**config.mk**
```make
export PLATFORM = sky130hd
export DESIGN_NAME = rtp_l16_packetizer_with_level_stats
export DESIGN_NICKNAME = d
export VERILOG_FILES = /design/src/hdl/rtpl16_pkg.sv /design/src/hdl/rtp_l16_packetizer_with_level_stats.sv /design/src/hdl/rtpl16_front.sv /design/src/hdl/rtpl16_fifo.sv /design/src/hdl/rtpl16_back.sv
export VERILOG_INCLUDE_DIRS = /design/src /design/src/hdl
export SDC_FILE = /design/constraint.sdc
export NUM_CORES = 1
export LEC_CHECK = 0
export BUFFER_PORTS_ARGS = -buffer_cell sky130_fd_sc_hd__clkbuf_2
export CAP_MARGIN = 30
export CORE_ASPECT_RATIO = 0.75
export CORE_UTILIZATION = 55
export CTS_CLUSTER_DIAMETER = 80
export DETAILED_ROUTE_END_ITERATION = 6
export PLACE_DENSITY = 0.72
export RECOVER_POWER = 50
export SYNTH_ARGS = -nofsm -noshare
export SYNTH_HDL_FRONTEND = slang
export SYNTH_SLANG_ARGS = --single-unit
```
**constraint.sdc**
```tcl
create_clock -name clk_i -period 8.4 [get_ports clk_i]
set_input_delay 0.42 -clock clk_i [delete_from_list [all_inputs] [get_ports clk_i]]
set_output_delay 0.42 -clock clk_i [all_outputs]
set_load 0.01 [all_outputs]
```
**src/hdl/rtp_l16_packetizer_with_level_stats_macros.svh**
```systemverilog
// ----------------------------------------------------------------------------
// RTP L16 packetizer assertion macros
// Shorthand for the concurrent checks used in the packetizer top level.
// ----------------------------------------------------------------------------
`ifndef RTP_L16_PACKETIZER_WITH_LEVEL_STATS_MACROS_SVH
`define RTP_L16_PACKETIZER_WITH_LEVEL_STATS_MACROS_SVH

// Same-cycle implication, disabled while reset is asserted.
`define RTPL16_ASSERT(lbl, clk, rst_n, ant, cons, msg) \
  lbl: assert property (@(posedge clk) disable iff (!rst_n) (ant) |-> (cons)) \
    else $error(msg);

// Next-cycle implication, disabled while reset is asserted.
`define RTPL16_ASSERT_NEXT(lbl, clk, rst_n, ant, cons, msg) \
  lbl: assert property (@(posedge clk) disable iff (!rst_n) (ant) |=> (cons)) \
    else $error(msg);

`endif

```
**src/hdl/rtpl16_pkg.sv**
```systemverilog
`timescale 1ns / 1ps
// ----------------------------------------------------------------------------
// RTP L16 packetizer package
// Shared constants, register indexes, word selects and the job record that
// travels from the front end to the word serializer.
// ----------------------------------------------------------------------------
package rtpl16_pkg;

  localparam int MaxPacketSamples = 1024;
  localparam int MinPacketSamples = 80;
  localparam int CntW             = $clog2(MaxPacketSamples + 1);
  localparam int QDepth           = 4;

  localparam logic [7:0]  HdrVersion = 8'h80;
  localparam logic [15:0] ClipLevel  = 16'd32767;
  localparam logic signed [15:0] LowInit  = 16'sh7FFF;
  localparam logic signed [15:0] HighInit = 16'sh8000;

  typedef enum logic [1:0] {
    CfgPayloadType   = 2'd0,
    CfgSourceId      = 2'd1,
    CfgPacketSamples = 2'd2
  } cfg_idx_e;

  typedef enum logic [2:0] {
    WdVer     = 3'd0,
    WdSeq     = 3'd1,
    WdTsHi    = 3'd2,
    WdTsLo    = 3'd3,
    WdSsrcHi  = 3'd4,
    WdSsrcLo  = 3'd5,
    WdSample  = 3'd6
  } word_sel_e;

  typedef struct packed {
    logic               hdr;
    logic [6:0]         pt;
    logic [15:0]        seq;
    logic [31:0]        ts;
    logic [31:0]        ssrc;
    logic [15:0]        sample;
    logic               last;
    logic [15:0]        peak;
    logic signed [15:0] low;
    logic signed [15:0] high;
    logic [31:0]        clip;
  } job_t;

  typedef struct packed {
    logic full;
    logic valid;
  } q_stat_t;

endpackage

```
**src/hdl/rtp_l16_packetizer_with_level_stats.sv**
```systemverilog
`timescale 1ns / 1ps
// ----------------------------------------------------------------------------
// RTP L16 packetizer with level statistics
// Packs signed 16-bit samples into RTP packets of 16-bit words and reports
// per-packet minimum, maximum, peak magnitude and a running clip count.
//
//   Channel   Direction  Handshake                  Payload
//   input     in         push / full                sample_i, final_req_i
//   result    out        empty / pop                word_o, last_word_o, peak_o,
//                                                   lowest_o, highest_o, clip_total_o
//   config    in         cfg_valid_i / cfg_ready_o  cfg_index_i, cfg_data_i
//
// A sample is taken every cycle while the four-entry job queue has room.
// The serializer writes one word per cycle into the output register while
// it is empty or popped, so a sample that opens a packet yields seven words
// (six header words and the sample word) and any other yields one; the
// single output word port thus sets the sustained sample rate.
// Reset is asynchronous; no clearing pass is needed after it.
// ----------------------------------------------------------------------------
`include "rtp_l16_packetizer_with_level_stats_macros.svh"

module rtp_l16_packetizer_with_level_stats (
  input  logic                clk_i,
  input  logic                rst_ni,
  input  logic                push,
  output logic                full,
  input  logic signed [15:0]  sample_i,
  input  logic                final_req_i,
  output logic                empty,
  input  logic                pop,
  output logic [15:0]         word_o,
  output logic                last_word_o,
  output logic [15:0]         peak_o,
  output logic signed [15:0]  lowest_o,
  output logic signed [15:0]  highest_o,
  output logic [31:0]         clip_total_o,
  input  logic                cfg_valid_i,
  output logic                cfg_ready_o,
  input  logic [1:0]          cfg_index_i,
  input  logic [31:0]         cfg_data_i
);
  import rtpl16_pkg::*;

  job_t      job, head;
  logic      job_push, head_pop;
  q_stat_t   q_stat;
  logic [16:0] lo_mag, hi_mag, max_mag;

  assign cfg_ready_o = 1'b1;
  assign full        = q_stat.full;

  rtpl16_front u_front (
    .clk_i       (clk_i),
    .rst_ni      (rst_ni),
    .cfg_valid_i (cfg_valid_i),
    .cfg_index_i (cfg_index_i),
    .cfg_data_i  (cfg_data_i),
    .push_i      (push),
    .sample_i    (sample_i),
    .final_req_i (final_req_i),
    .q_full_i    (q_stat.full),
    .job_push_o  (job_push),
    .job_o       (job)
  );

  rtpl16_fifo u_fifo (
    .clk_i  (clk_i),
    .rst_ni (rst_ni),
    .push_i (job_push),
    .job_i  (job),
    .pop_i  (head_pop),
    .head_o (head),
    .stat_o (q_stat)
  );

  rtpl16_back u_back (
    .clk_i        (clk_i),
    .rst_ni       (rst_ni),
    .head_i       (head),
    .head_valid_i (q_stat.valid),
    .head_pop_o   (head_pop),
    .pop_i        (pop),
    .empty_o      (empty),
    .word_o       (word_o),
    .last_word_o  (last_word_o),
    .peak_o       (peak_o),
    .lowest_o     (lowest_o),
    .highest_o    (highest_o),
    .clip_total_o (clip_total_o)
  );

  // Peak magnitude implied by the reported extremes.
  always_comb begin
    lo_mag  = lowest_o[15]  ? 17'h1_0000 - {1'b0, lowest_o}  : {1'b0, lowest_o};
    hi_mag  = highest_o[15] ? 17'h1_0000 - {1'b0, highest_o} : {1'b0, highest_o};
    max_mag = (lo_mag > hi_mag) ? lo_mag : hi_mag;
  end

  `RTPL16_ASSERT(a_stats_zero_mid, clk_i, rst_ni, !empty && !last_word_o, (peak_o == '0) && (lowest_o == '0) && (highest_o == '0), "statistics not zero on a word that does not close a packet")
  `RTPL16_ASSERT(a_low_le_high, clk_i, rst_ni, !empty && last_word_o, lowest_o <= highest_o, "packet minimum above packet maximum")
  `RTPL16_ASSERT(a_peak_match, clk_i, rst_ni, !empty && last_word_o, peak_o == max_mag[15:0], "peak disagrees with packet extremes")
  `RTPL16_ASSERT_NEXT(a_no_early_word, clk_i, rst_ni, empty && !q_stat.valid, empty, "result appeared without a queued job")

endmodule

```
**src/hdl/rtpl16_front.sv**
```systemverilog
`timescale 1ns / 1ps
// ----------------------------------------------------------------------------
// RTP L16 front end
// Holds the configuration and the stream state, takes one sample per cycle
// while the queue has room, updates level statistics, builds a job per sample.
// ----------------------------------------------------------------------------
module rtpl16_front (
  input  logic                 clk_i,
  input  logic                 rst_ni,
  input  logic                 cfg_valid_i,
  input  logic [1:0]           cfg_index_i,
  input  logic [31:0]          cfg_data_i,
  input  logic                 push_i,
  input  logic signed [15:0]   sample_i,
  input  logic                 final_req_i,
  input  logic                 q_full_i,
  output logic                 job_push_o,
  output rtpl16_pkg::job_t     job_o
);
  import rtpl16_pkg::*;

  logic [6:0]         pt_q;
  logic [31:0]        ssrc_q;
  logic [10:0]        len_cfg_q;
  logic [15:0]        seq_q, seq_d;
  logic [31:0]        ts_q, ts_d;
  logic [31:0]        clip_q, clip_d;
  logic               open_q, open_d;
  logic [CntW-1:0]    cnt_q, cnt_d;
  logic signed [15:0] low_q, low_d;
  logic signed [15:0] high_q, high_d;
  logic [15:0]        peak_q, peak_d;

  logic               accept;
  logic [15:0]        mag;
  logic signed [15:0] low_new, high_new;
  logic [15:0]        peak_new;
  logic [31:0]        clip_new;
  logic [CntW-1:0]    cnt_new;
  logic [CntW-1:0]    eff_len;
  logic               close;

  assign accept = push_i && !q_full_i;

  // Packet length register clamped into the supported range.
  always_comb begin
    if (int'(len_cfg_q) > MaxPacketSamples) begin
      eff_len = CntW'(MaxPacketSamples);
    end else if (int'(len_cfg_q) < MinPacketSamples) begin
      eff_len = CntW'(MinPacketSamples);
    end else begin
      eff_len = CntW'(len_cfg_q);
    end
  end

  always_comb begin
    mag      = sample_i[15] ? 16'(-sample_i) : 16'(sample_i);
    low_new  = (sample_i < low_q)  ? sample_i : low_q;
    high_new = (sample_i > high_q) ? sample_i : high_q;
    peak_new = (mag > peak_q) ? mag : peak_q;
    clip_new = (mag >= ClipLevel) ? clip_q + 32'd1 : clip_q;
    cnt_new  = open_q ? cnt_q + CntW'(1) : CntW'(1);
    close    = final_req_i || (cnt_new >= eff_len);
  end

  always_comb begin
    seq_d  = seq_q;
    ts_d   = ts_q;
    clip_d = clip_q;
    open_d = open_q;
    cnt_d  = cnt_q;
    low_d  = low_q;
    high_d = high_q;
    peak_d = peak_q;
    if (accept) begin
      clip_d = clip_new;
      if (close) begin
        seq_d  = seq_q + 16'd1;
        ts_d   = ts_q + 32'(cnt_new);
        open_d = 1'b0;
        cnt_d  = '0;
        low_d  = LowInit;
        high_d = HighInit;
        peak_d = '0;
      end else begin
        open_d = 1'b1;
        cnt_d  = cnt_new;
        low_d  = low_new;
        high_d = high_new;
        peak_d = peak_new;
      end
    end
  end

  always_ff @(posedge clk_i or negedge rst_ni) begin
    if (!rst_ni) begin
      pt_q      <= 7'd96;
      ssrc_q    <= '0;
      len_cfg_q <= 11'd320;
    end else if (cfg_valid_i) begin
      unique case (cfg_index_i)
        CfgPayloadType:   pt_q      <= cfg_data_i[6:0];
        CfgSourceId:      ssrc_q    <= cfg_data_i;
        CfgPacketSamples: len_cfg_q <= cfg_data_i[10:0];
        default: ;
      endcase
    end
  end

  always_ff @(posedge clk_i or negedge rst_ni) begin
    if (!rst_ni) begin
      seq_q  <= '0;
      ts_q   <= '0;
      clip_q <= '0;
      open_q <= 1'b0;
      cnt_q  <= '0;
      low_q  <= LowInit;
      high_q <= HighInit;
      peak_q <= '0;
    end else begin
      seq_q  <= seq_d;
      ts_q   <= ts_d;
      clip_q <= clip_d;
      open_q <= open_d;
      cnt_q  <= cnt_d;
      low_q  <= low_d;
      high_q <= high_d;
      peak_q <= peak_d;
    end
  end

  always_comb begin
    job_o.hdr    = !open_q;
    job_o.pt     = pt_q;
    job_o.seq    = seq_q;
    job_o.ts     = ts_q;
    job_o.ssrc   = ssrc_q;
    job_o.sample = sample_i;
    job_o.last   = close;
    job_o.peak   = peak_new;
    job_o.low    = low_new;
    job_o.high   = high_new;
    job_o.clip   = clip_new;
  end

  assign job_push_o = accept;

endmodule

```
**src/hdl/rtpl16_fifo.sv**
```systemverilog
`timescale 1ns / 1ps
// ----------------------------------------------------------------------------
// RTP L16 job queue
// Short register queue that decouples the front end from the serializer.
// ----------------------------------------------------------------------------
module rtpl16_fifo (
  input  logic                  clk_i,
  input  logic                  rst_ni,
  input  logic                  push_i,
  input  rtpl16_pkg::job_t      job_i,
  input  logic                  pop_i,
  output rtpl16_pkg::job_t      head_o,
  output rtpl16_pkg::q_stat_t   stat_o
);
  import rtpl16_pkg::*;

  localparam int PtrW = (QDepth > 1) ? $clog2(QDepth) : 1;
  localparam int LvlW = $clog2(QDepth + 1);

  job_t            mem_q [QDepth];
  logic [PtrW-1:0] wr_ptr_q, wr_ptr_d;
  logic [PtrW-1:0] rd_ptr_q, rd_ptr_d;
  logic [LvlW-1:0] lvl_q, lvl_d;
  logic            do_push, do_pop;

  assign stat_o.full  = (lvl_q == LvlW'(QDepth));
  assign stat_o.valid = (lvl_q != '0);
  assign do_push = push_i && !stat_o.full;
  assign do_pop  = pop_i && stat_o.valid;
  assign head_o  = mem_q[rd_ptr_q];

  always_comb begin
    wr_ptr_d = wr_ptr_q;
    rd_ptr_d = rd_ptr_q;
    lvl_d    = lvl_q;
    if (do_push) begin
      wr_ptr_d = (wr_ptr_q == PtrW'(QDepth - 1)) ? '0 : wr_ptr_q + PtrW'(1);
    end
    if (do_pop) begin
      rd_ptr_d = (rd_ptr_q == PtrW'(QDepth - 1)) ? '0 : rd_ptr_q + PtrW'(1);
    end
    if (do_push && !do_pop) begin
      lvl_d = lvl_q + LvlW'(1);
    end else if (do_pop && !do_push) begin
      lvl_d = lvl_q - LvlW'(1);
    end
  end

  always_ff @(posedge clk_i or negedge rst_ni) begin
    if (!rst_ni) begin
      wr_ptr_q <= '0;
      rd_ptr_q <= '0;
      lvl_q    <= '0;
    end else begin
      wr_ptr_q <= wr_ptr_d;
      rd_ptr_q <= rd_ptr_d;
      lvl_q    <= lvl_d;
    end
  end

  always_ff @(posedge clk_i) begin
    if (do_push) begin
      mem_q[wr_ptr_q] <= job_i;
    end
  end

endmodule

```
**src/hdl/rtpl16_back.sv**
```systemverilog
`timescale 1ns / 1ps
// ----------------------------------------------------------------------------
// RTP L16 word serializer
// Turns each job into its header words and sample word, one word per cycle,
// into an output register that the consumer drains, while it has room.
// ----------------------------------------------------------------------------
module rtpl16_back (
  input  logic                 clk_i,
  input  logic                 rst_ni,
  input  rtpl16_pkg::job_t     head_i,
  input  logic                 head_valid_i,
  output logic                 head_pop_o,
  input  logic                 pop_i,
  output logic                 empty_o,
  output logic [15:0]          word_o,
  output logic                 last_word_o,
  output logic [15:0]          peak_o,
  output logic signed [15:0]   lowest_o,
  output logic signed [15:0]   highest_o,
  output logic [31:0]          clip_total_o
);
  import rtpl16_pkg::*;

  word_sel_e          phase_q, phase_d, sel, sel_next;
  logic               valid_q;
  logic               load;
  logic [15:0]        word_q, word_d;
  logic               last_q;
  logic [15:0]        peak_q;
  logic signed [15:0] low_q, high_q;
  logic [31:0]        clip_q;
  logic               is_sample;

  assign load      = head_valid_i && (!valid_q || pop_i);
  assign sel       = head_i.hdr ? phase_q : WdSample;
  assign is_sample = (sel == WdSample);
  assign head_pop_o = load && is_sample;

  always_comb begin
    unique case (sel)
      WdVer:    sel_next = WdSeq;
      WdSeq:    sel_next = WdTsHi;
      WdTsHi:   sel_next = WdTsLo;
      WdTsLo:   sel_next = WdSsrcHi;
      WdSsrcHi: sel_next = WdSsrcLo;
      WdSsrcLo: sel_next = WdSample;
      default:  sel_next = WdVer;
    endcase
  end

  always_comb begin
    unique case (sel)
      WdVer:    word_d = {HdrVersion, 1'b0, head_i.pt};
      WdSeq:    word_d = head_i.seq;
      WdTsHi:   word_d = head_i.ts[31:16];
      WdTsLo:   word_d = head_i.ts[15:0];
      WdSsrcHi: word_d = head_i.ssrc[31:16];
      WdSsrcLo: word_d = head_i.ssrc[15:0];
      default:  word_d = head_i.sample;
    endcase
  end

  always_comb begin
    phase_d = phase_q;
    if (load) begin
      phase_d = sel_next;
    end
  end

  always_ff @(posedge clk_i or negedge rst_ni) begin
    if (!rst_ni) begin
      phase_q <= WdVer;
      valid_q <= 1'b0;
    end else begin
      phase_q <= phase_d;
      if (load) begin
        valid_q <= 1'b1;
      end else if (pop_i) begin
        valid_q <= 1'b0;
      end
    end
  end

  // Statistics show only on the closing word; every other word carries zero.
  always_ff @(posedge clk_i) begin
    if (load) begin
      word_q <= word_d;
      last_q <= is_sample && head_i.last;
      peak_q <= (is_sample && head_i.last) ? head_i.peak : '0;
      low_q  <= (is_sample && head_i.last) ? head_i.low  : '0;
      high_q <= (is_sample && head_i.last) ? head_i.high : '0;
      clip_q <= head_i.clip;
    end
  end

  assign empty_o      = !valid_q;
  assign word_o       = word_q;
  assign last_word_o  = last_q;
  assign peak_o       = peak_q;
  assign lowest_o     = low_q;
  assign highest_o    = high_q;
  assign clip_total_o = clip_q;

endmodule
```
==> results of run 1 <==
worst paths after layout:
kind,startpoint,slack (ns),endpoint
min reg2reg,u_front.high_q[14],0.50,u_front.high_q[14]
max in group asynchronous,rst_ni,4.34,u_front.ssrc_q[30]
max reg2reg,u_fifo.lvl_q[0],2.44,u_back.lowest_o[14]
min,cfg_data_i[7],0.05,u_front.ssrc_q[7]
min in group asynchronous,rst_ni,1.72,u_front.pt_q[2]
max,u_fifo.lvl_q[0],2.44,u_back.lowest_o[14]
per-stage QoR:
step	hold WS, ns	cells	area (um2)	setup slack, ns
2_1_floorplan	0.1244	2411	42370	0.9479
3_3_place_gp	0.4656	3511	44340	3.476
3_5_place_dp	0.4709	3517	44480	3.369
4_1_cts	0.005049	3722	48040	3.906
5_1_grt	0.006893	3724	47870	1.913
6_report	0.04670	3724	47870	2.442
cell usage in the layout (no fill, tap or decap), types with 75 or more instances in the layout:
cell / synthesis / final
edfxtp_1: 837 / 837
mux4_2: 185 / 185
dfrtp_1: 181 / 180
clkbuf_1: 74 / 154
nand2_1: 113 / 113
clkbuf_16: 0 / 97
xor2_1: 84 / 84
mux2_2: 83 / 82
ha_1: 79 / 79
nor2_1: 79 / 78
inv_1: 75 / 75
worst reg2reg max path: cells and delay by family (launching register included):
kind            cells  cell delay (ns)
buf+inv             2             4.69
simple gates        1             0.13
compound gates      1             0.15
flops               1             0.43
kinds of logic after synthesis:
family | share of synthesized area
flops | 0.7126
xor+xnor | 0.02625
other cells | 0.00008851
fa+ha+maj | 0.02428
simple gates | 0.05771
mux | 0.1213
buf+inv | 0.01719
compound gates | 0.04058
layout make-up:
| class | count | share of cell area |
|---|---|---|
| clock inverter | 47 | 0.01315 |
| multi-input combinational | 1185 | 0.2403 |
| tap | 1023 | 0.02674 |
| timing repair buffer | 220 | 0.02669 |
| sequential | 1038 | 0.6308 |
| clock buffer | 135 | 0.05641 |
| inverter | 76 | 0.005960 |
registers in the layout, summed over array words and instances, names as in the netlist, 32 cells and up:
| signal | count |
|---|---|
| u_front.clip_q | 32 |
| u_front.ts_q | 32 |
| u_fifo.mem_q | 740 |
| u_front.ssrc_q | 32 |
| u_back.clip_total_o | 32 |
layer usage:
metal / vias up / track usage
met5: - / 0
met3: 131 / 0.04013
met4: 4 / 0.05434
li1: 9854 / -
met1: 11720 / 0.3526
met2: 793 / 0.3580
where the power goes:
group	internal, mW	switching, mW
Sequential	7.39	0.550
Clock	2.61	1.90
Combinational	1.84	2.68
Total	11.8	5.14
==> summary.txt, run 1 <==
Floorplanning
  – Die area: 0.07816 mm2
  – I/O pins: 156
  – Core area: 0.07565 mm2
  – Row count: 87
  – Die Ht: 242.4 um
  – Initial core utilization: 0.5600
  – Die W: 322.5 um

Place
  – Hpwl dp: 54040 um
  – Placer's final routability congestion estimate: 0.8630
  – IO Port Bufs: 154

Routing
  – 1st-pass router iterations: 5
  – Iteration-0 DRC Markers: 2033
  – Via count: 22.51k
  – Top sig layer: met5
  – Routed wire length: 88880 um
  – Antenna viol nets, final: 0
  – Metal3 WL: 5841 um
  – Routed len/inst: 23.87 um
  – DRC viols: 0
  – DR vias/cell: 6.043
  – Met2 WL: 41720 um
  – Metal-1 WL: 39530 um

CTS
  – Post-cts repair resize count: 0
  – TritonCTS Buffers: 96
  – Hold buffers post-CTS: 23
  – Skew-Pair Late Insertion Delay: 0.68 ns
  – CTS tree: yes
  – Postcts setup bufs: 0
  – CTS root buf: clkbuf_16
  – H-tree depth: 3
  – CTS clock-pin slew for the worst setup and hold paths: 0.06 ns
  – Worst-case clock buffer depth: 3
  – Clock Sinks: 1038

Logic synthesis
  – Post-synth EDFFs: 837
  – Syn Inst Count: 2411
  – Cell with the most instances after synthesis: edfxtp_1
  – Synth Warn #: 0
  – Avg Inst Size Synth: 17.57 um2
  – Syn Nets: 2548
  – FF+latch count, synth: 1038
  – Area leader, netlist: edfxtp_1
  – Mapped cell area: 0.04237 mm2
  – Area contributors post-synth: edfxtp_1 (59%), dfrtp_1 (11%), mux4_2 (9.8%)
  – Netlist cell types: 73
  – Seq/Total Area, Yosys: 0.7126
  – Post-synth top cells: edfxtp_1 (837), mux4_2 (185), dfrtp_1 (181)
  – Main synth FF type: edfxtp_1
  – Synth top area share: 0.5932
  – Synth async-reset ratio: 0.1936

Worst setup path
  – Cell Chain, Critical Path: nor3_1 -> a21oi_4 -> clkbuf_1 -> clkbuf_1
  – WP depth: 4
  – Kind of critical path: flip-flop to flip-flop
  – Crit-path max FO: 54
  – CP peak stage delay: 2.39 ns
  – R2R cell count: 4
  – Most frequent CP cell: clkbuf_1
  – Crit path DAT: 6.17 ns
  – Top Family by Delay on Critical Path: buffers and inverters
  – Buffers & Inverters on Critical Path: 2
  – Setup crit end kind: flip-flop
  – Critical path startpoint category: flip-flop
  – CP Data Required Time: 8.61 ns
  – Worst path slowest cell: clkbuf_1

STA
  – Slew HR: -1.719
  – Setup TNS: 0 ns
  – Worst-Margin Slew: 4.078 ns
  – Skew final: 0.02901 ns
  – RSZ-0062 raised after global routing: false
  – Final setup violation count: 0
  – Final Hold Vio Count: 0
  – Crit share post-route: 0.7093
  – Pins Over Slew Limit: 452
  – Tmin final: 5.958 ns
  – Fmax: 0.1678 GHz

Finish
  – Nets: 2754
  – # fillers: 5250
  – Share of cells above drive strength 1: 0.1981
  – Multi-input combinational cell area: 0.01150 mm2
  – Layout area overhead: 12.98%
  – FF/Latch Area: 0.03019 mm2
  – Diodes inserted: 0
  – Finished Core Util: 0.6327

Global routing
  – First-pass GRT wire length: 137600 um
  – Total Routing Usage GR: 0.2334
  – Antenna violations before repair: 3
  – Largest net degree at the start of global routing: 168
  – Vias in the first global route: 23.10k
  – Total grt overflow: 0

Hold path
  – Worst min-delay path class: input port to flip-flop
  – Hold path depth: 2

Outcome
  – Violated checks: max-capacitance violations, max-slew violations
  – Status: finished, violations left

Job
  – Number of max-cap violations: 10

Pwr
  – Leakage: 16.66 nW
  – P per Cell Area: 354.6 mW/mm2
  – Peak supply drop: 0.2489 mV
  – Final Power: 16.97 mW
No activity file was read; power rests on OpenSTA's default activity.
==> run 2, diff against run 1 <==
Settings changed: PLACE_DENSITY 0.72 to 0.75.
Clock period 8.4 ns to 5.3 ns, I/O delays scaled along.
==> summary.txt, run 2 (synthesis gave the netlist of run 1 again) <==
Place
  – IO Port Bufs: 154
  – Placer's final routability congestion estimate: 0.8445
  – Place WS: 0.5846 ns
  – Area post-placement: 0.04458 mm2
  – Hpwl dp: 55080 um

Floorplanning
  – Initial core utilization: 0.5600
  – Die Ht: 242.4 um
  – Row count: 87
  – Core area: 0.07565 mm2
  – I/O pins: 156
  – Die W: 322.5 um
  – Die area: 0.07816 mm2

STA
  – Crit share post-route: 0.8834
  – Setup TNS: 0 ns
  – Slew HR: -1.145
  – Fmax: 0.2136 GHz
  – Min Hold Slack: 0.08447 ns
  – Final setup violation count: 0
  – Worst-Margin Slew: 3.217 ns
  – Final setup margin: 0.6179 ns
  – RSZ-0062 raised after global routing: false
  – Tmin final: 4.682 ns
  – Final Hold Vio Count: 0
  – Skew final: 0.02416 ns
  – Pins Over Slew Limit: 442

CTS
  – Skew-Pair Late Insertion Delay: 0.68 ns
  – H-tree depth: 3
  – CTS root buf: clkbuf_16
  – Post-cts repair resize count: 0
  – CTS clock-pin slew for the worst setup and hold paths: 0.06 ns
  – Clock Sinks: 1038
  – CTS tree: yes
  – TritonCTS Buffers: 96
  – Worst-case clock buffer depth: 3

Finish
  – Max FFs per register: 740
  – Commonest non-fill, non-tap cell in the layout: edfxtp_1
  – Fin area: 0.04797 mm2
  – Commonest non-fill, non-tap cells in the layout: edfxtp_1 (837), mux4_2 (185), dfrtp_1 (180)
  – Nets: 2778
  – Diodes inserted: 0
  – Layout area overhead: 13.23%
  – Share of cells above drive strength 1: 0.2037
  – Most flop-heavy register: u_fifo.mem_q

Worst setup path
  – Kind of critical path: flip-flop to flip-flop
  – Flop-to-flop setup slack: 0.62 ns
  – R2R cell count: 4
  – Crit-path max FO: 56
  – Critical path startpoint category: flip-flop
  – CP Data Required Time: 5.59 ns
  – Setup crit end kind: flip-flop
  – Crit path DAT: 4.97 ns

Outcome
  – Violated checks: max-capacitance violations, max-slew violations
  – Status: finished, violations left

Global routing
  – Largest net degree at the start of global routing: 133
  – Total grt overflow: 0
  – First-pass GRT wire length: 137700 um
  – Vias in the first global route: 23.10k
  – Antenna violations before repair: 2
  – Total Routing Usage GR: 0.2334

Pwr
  – Peak supply drop: 0.4705 mV
  – Clock share of power: 0.261
  – Cell Int Power: 18.57 mW
  – Switching Share: 0.3079
  – Register share of total power: 0.466
  – Leakage: 16.71 nW
  – Final Power: 26.83 mW
  – Logic gate share of total power: 0.273
  – P per Cell Area: 559.3 mW/mm2
  – Switch Pwr: 8.263 mW

Routing
  – Via count: 22.73k
  – DR vias/cell: 6.065
  – DRC viols: 0
  – Routed len/inst: 23.80 um
  – Routed wire length: 89190 um
  – Antenna viol nets, final: 0
  – Iteration-0 DRC Markers: 2023
  – 1st-pass router iterations: 5

Job
  – Number of max-cap violations: 10

Hold path
  – Worst min-delay path class: input port to flip-flop
  – Hold path depth: 3
[run 2: cell types whose count changed in the layout (fill, tap and decap cells not counted), sizes merged]
cell / previous run / this run
dlygate4sd3: 23 / 35
clkinvlp: 7 / 13
clkinv: 25 / 30
buf: 32 / 40
bufinv: 11 / 9
inv: 80 / 83
clkbuf: 300 / 291
[run 2: power groups by stage]
stage                     Combinational, mW  Sequential [mW]  Clock (mW)
after floorplan                        4.80             12.6           0
after global placement                 7.24             12.5           0
after detailed placement               7.43             12.6           0
after CTS                              7.50             12.5        7.13
after global routing                   7.92             12.7        7.44
final                                  7.33             12.5        7.01
[run 2: critical path: stages (launching register included)]
cell,delay (ns)
dfrtp_1,0.45
nor3_1,0.10
a21oi_1,0.47
clkbuf_1,2.32
buf_4,0.90
[run 2: repair_timing]
action                                 in CTS  in global routing
endpoints found under the hold margin     147                  0
hold buffers                               35                  0
setup buffers                               0                  0
[run 2: layout make-up]
type / instances / area, um2
Sequential cell: 1038 / 30190
Fill cell: 5174 / 27680
Multi-Input combinational cell: 1185 / 11490
Clock buffer: 122 / 2571
Timing Repair Buffer: 244 / 1466
Tap cell: 1023 / 1280
Clock inverter: 59 / 689.4
Inverter: 76 / 285.3
[run 2: final timing paths]
check                                        start                    to
worst min register to register  u_front.high_q[14]    u_front.high_q[14]
worst min-delay path                cfg_index_i[0]       u_front.pt_q[0]
worst max-delay path               u_fifo.lvl_q[0]  u_back.highest_o[12]
max in group asynchronous                   rst_ni     u_front.peak_q[0]
worst max register to register     u_fifo.lvl_q[0]  u_back.highest_o[12]
min in group asynchronous                   rst_ni  u_front.len_cfg_q[2]
[run 2: per-stage QoR]
| stage | std cells | util |
|---|---|---|
| detailed placement | 3529 | 0.5893 |
| global placement | 3526 | 0.5887 |
| CTS | 3745 | 0.6370 |
| global route | 3747 | 0.6341 |
| floorplan | 2411 | - |
| finish | 3747 | 0.6341 |
[run 2: metal layers]
metal / up-vias / wire length [um] / part of all wire / GRT usage
met3: 149 / 6978 / 0.078 / 0.04974
met4: 2 / 2213 / 0.025 / 0.06989
li1: 9906 / - / - / -
met5: - / 8 / 0.000090 / 0
met1: 11820 / 37880 / 0.42 / 0.3403
met2: 851 / 42110 / 0.47 / 0.3569
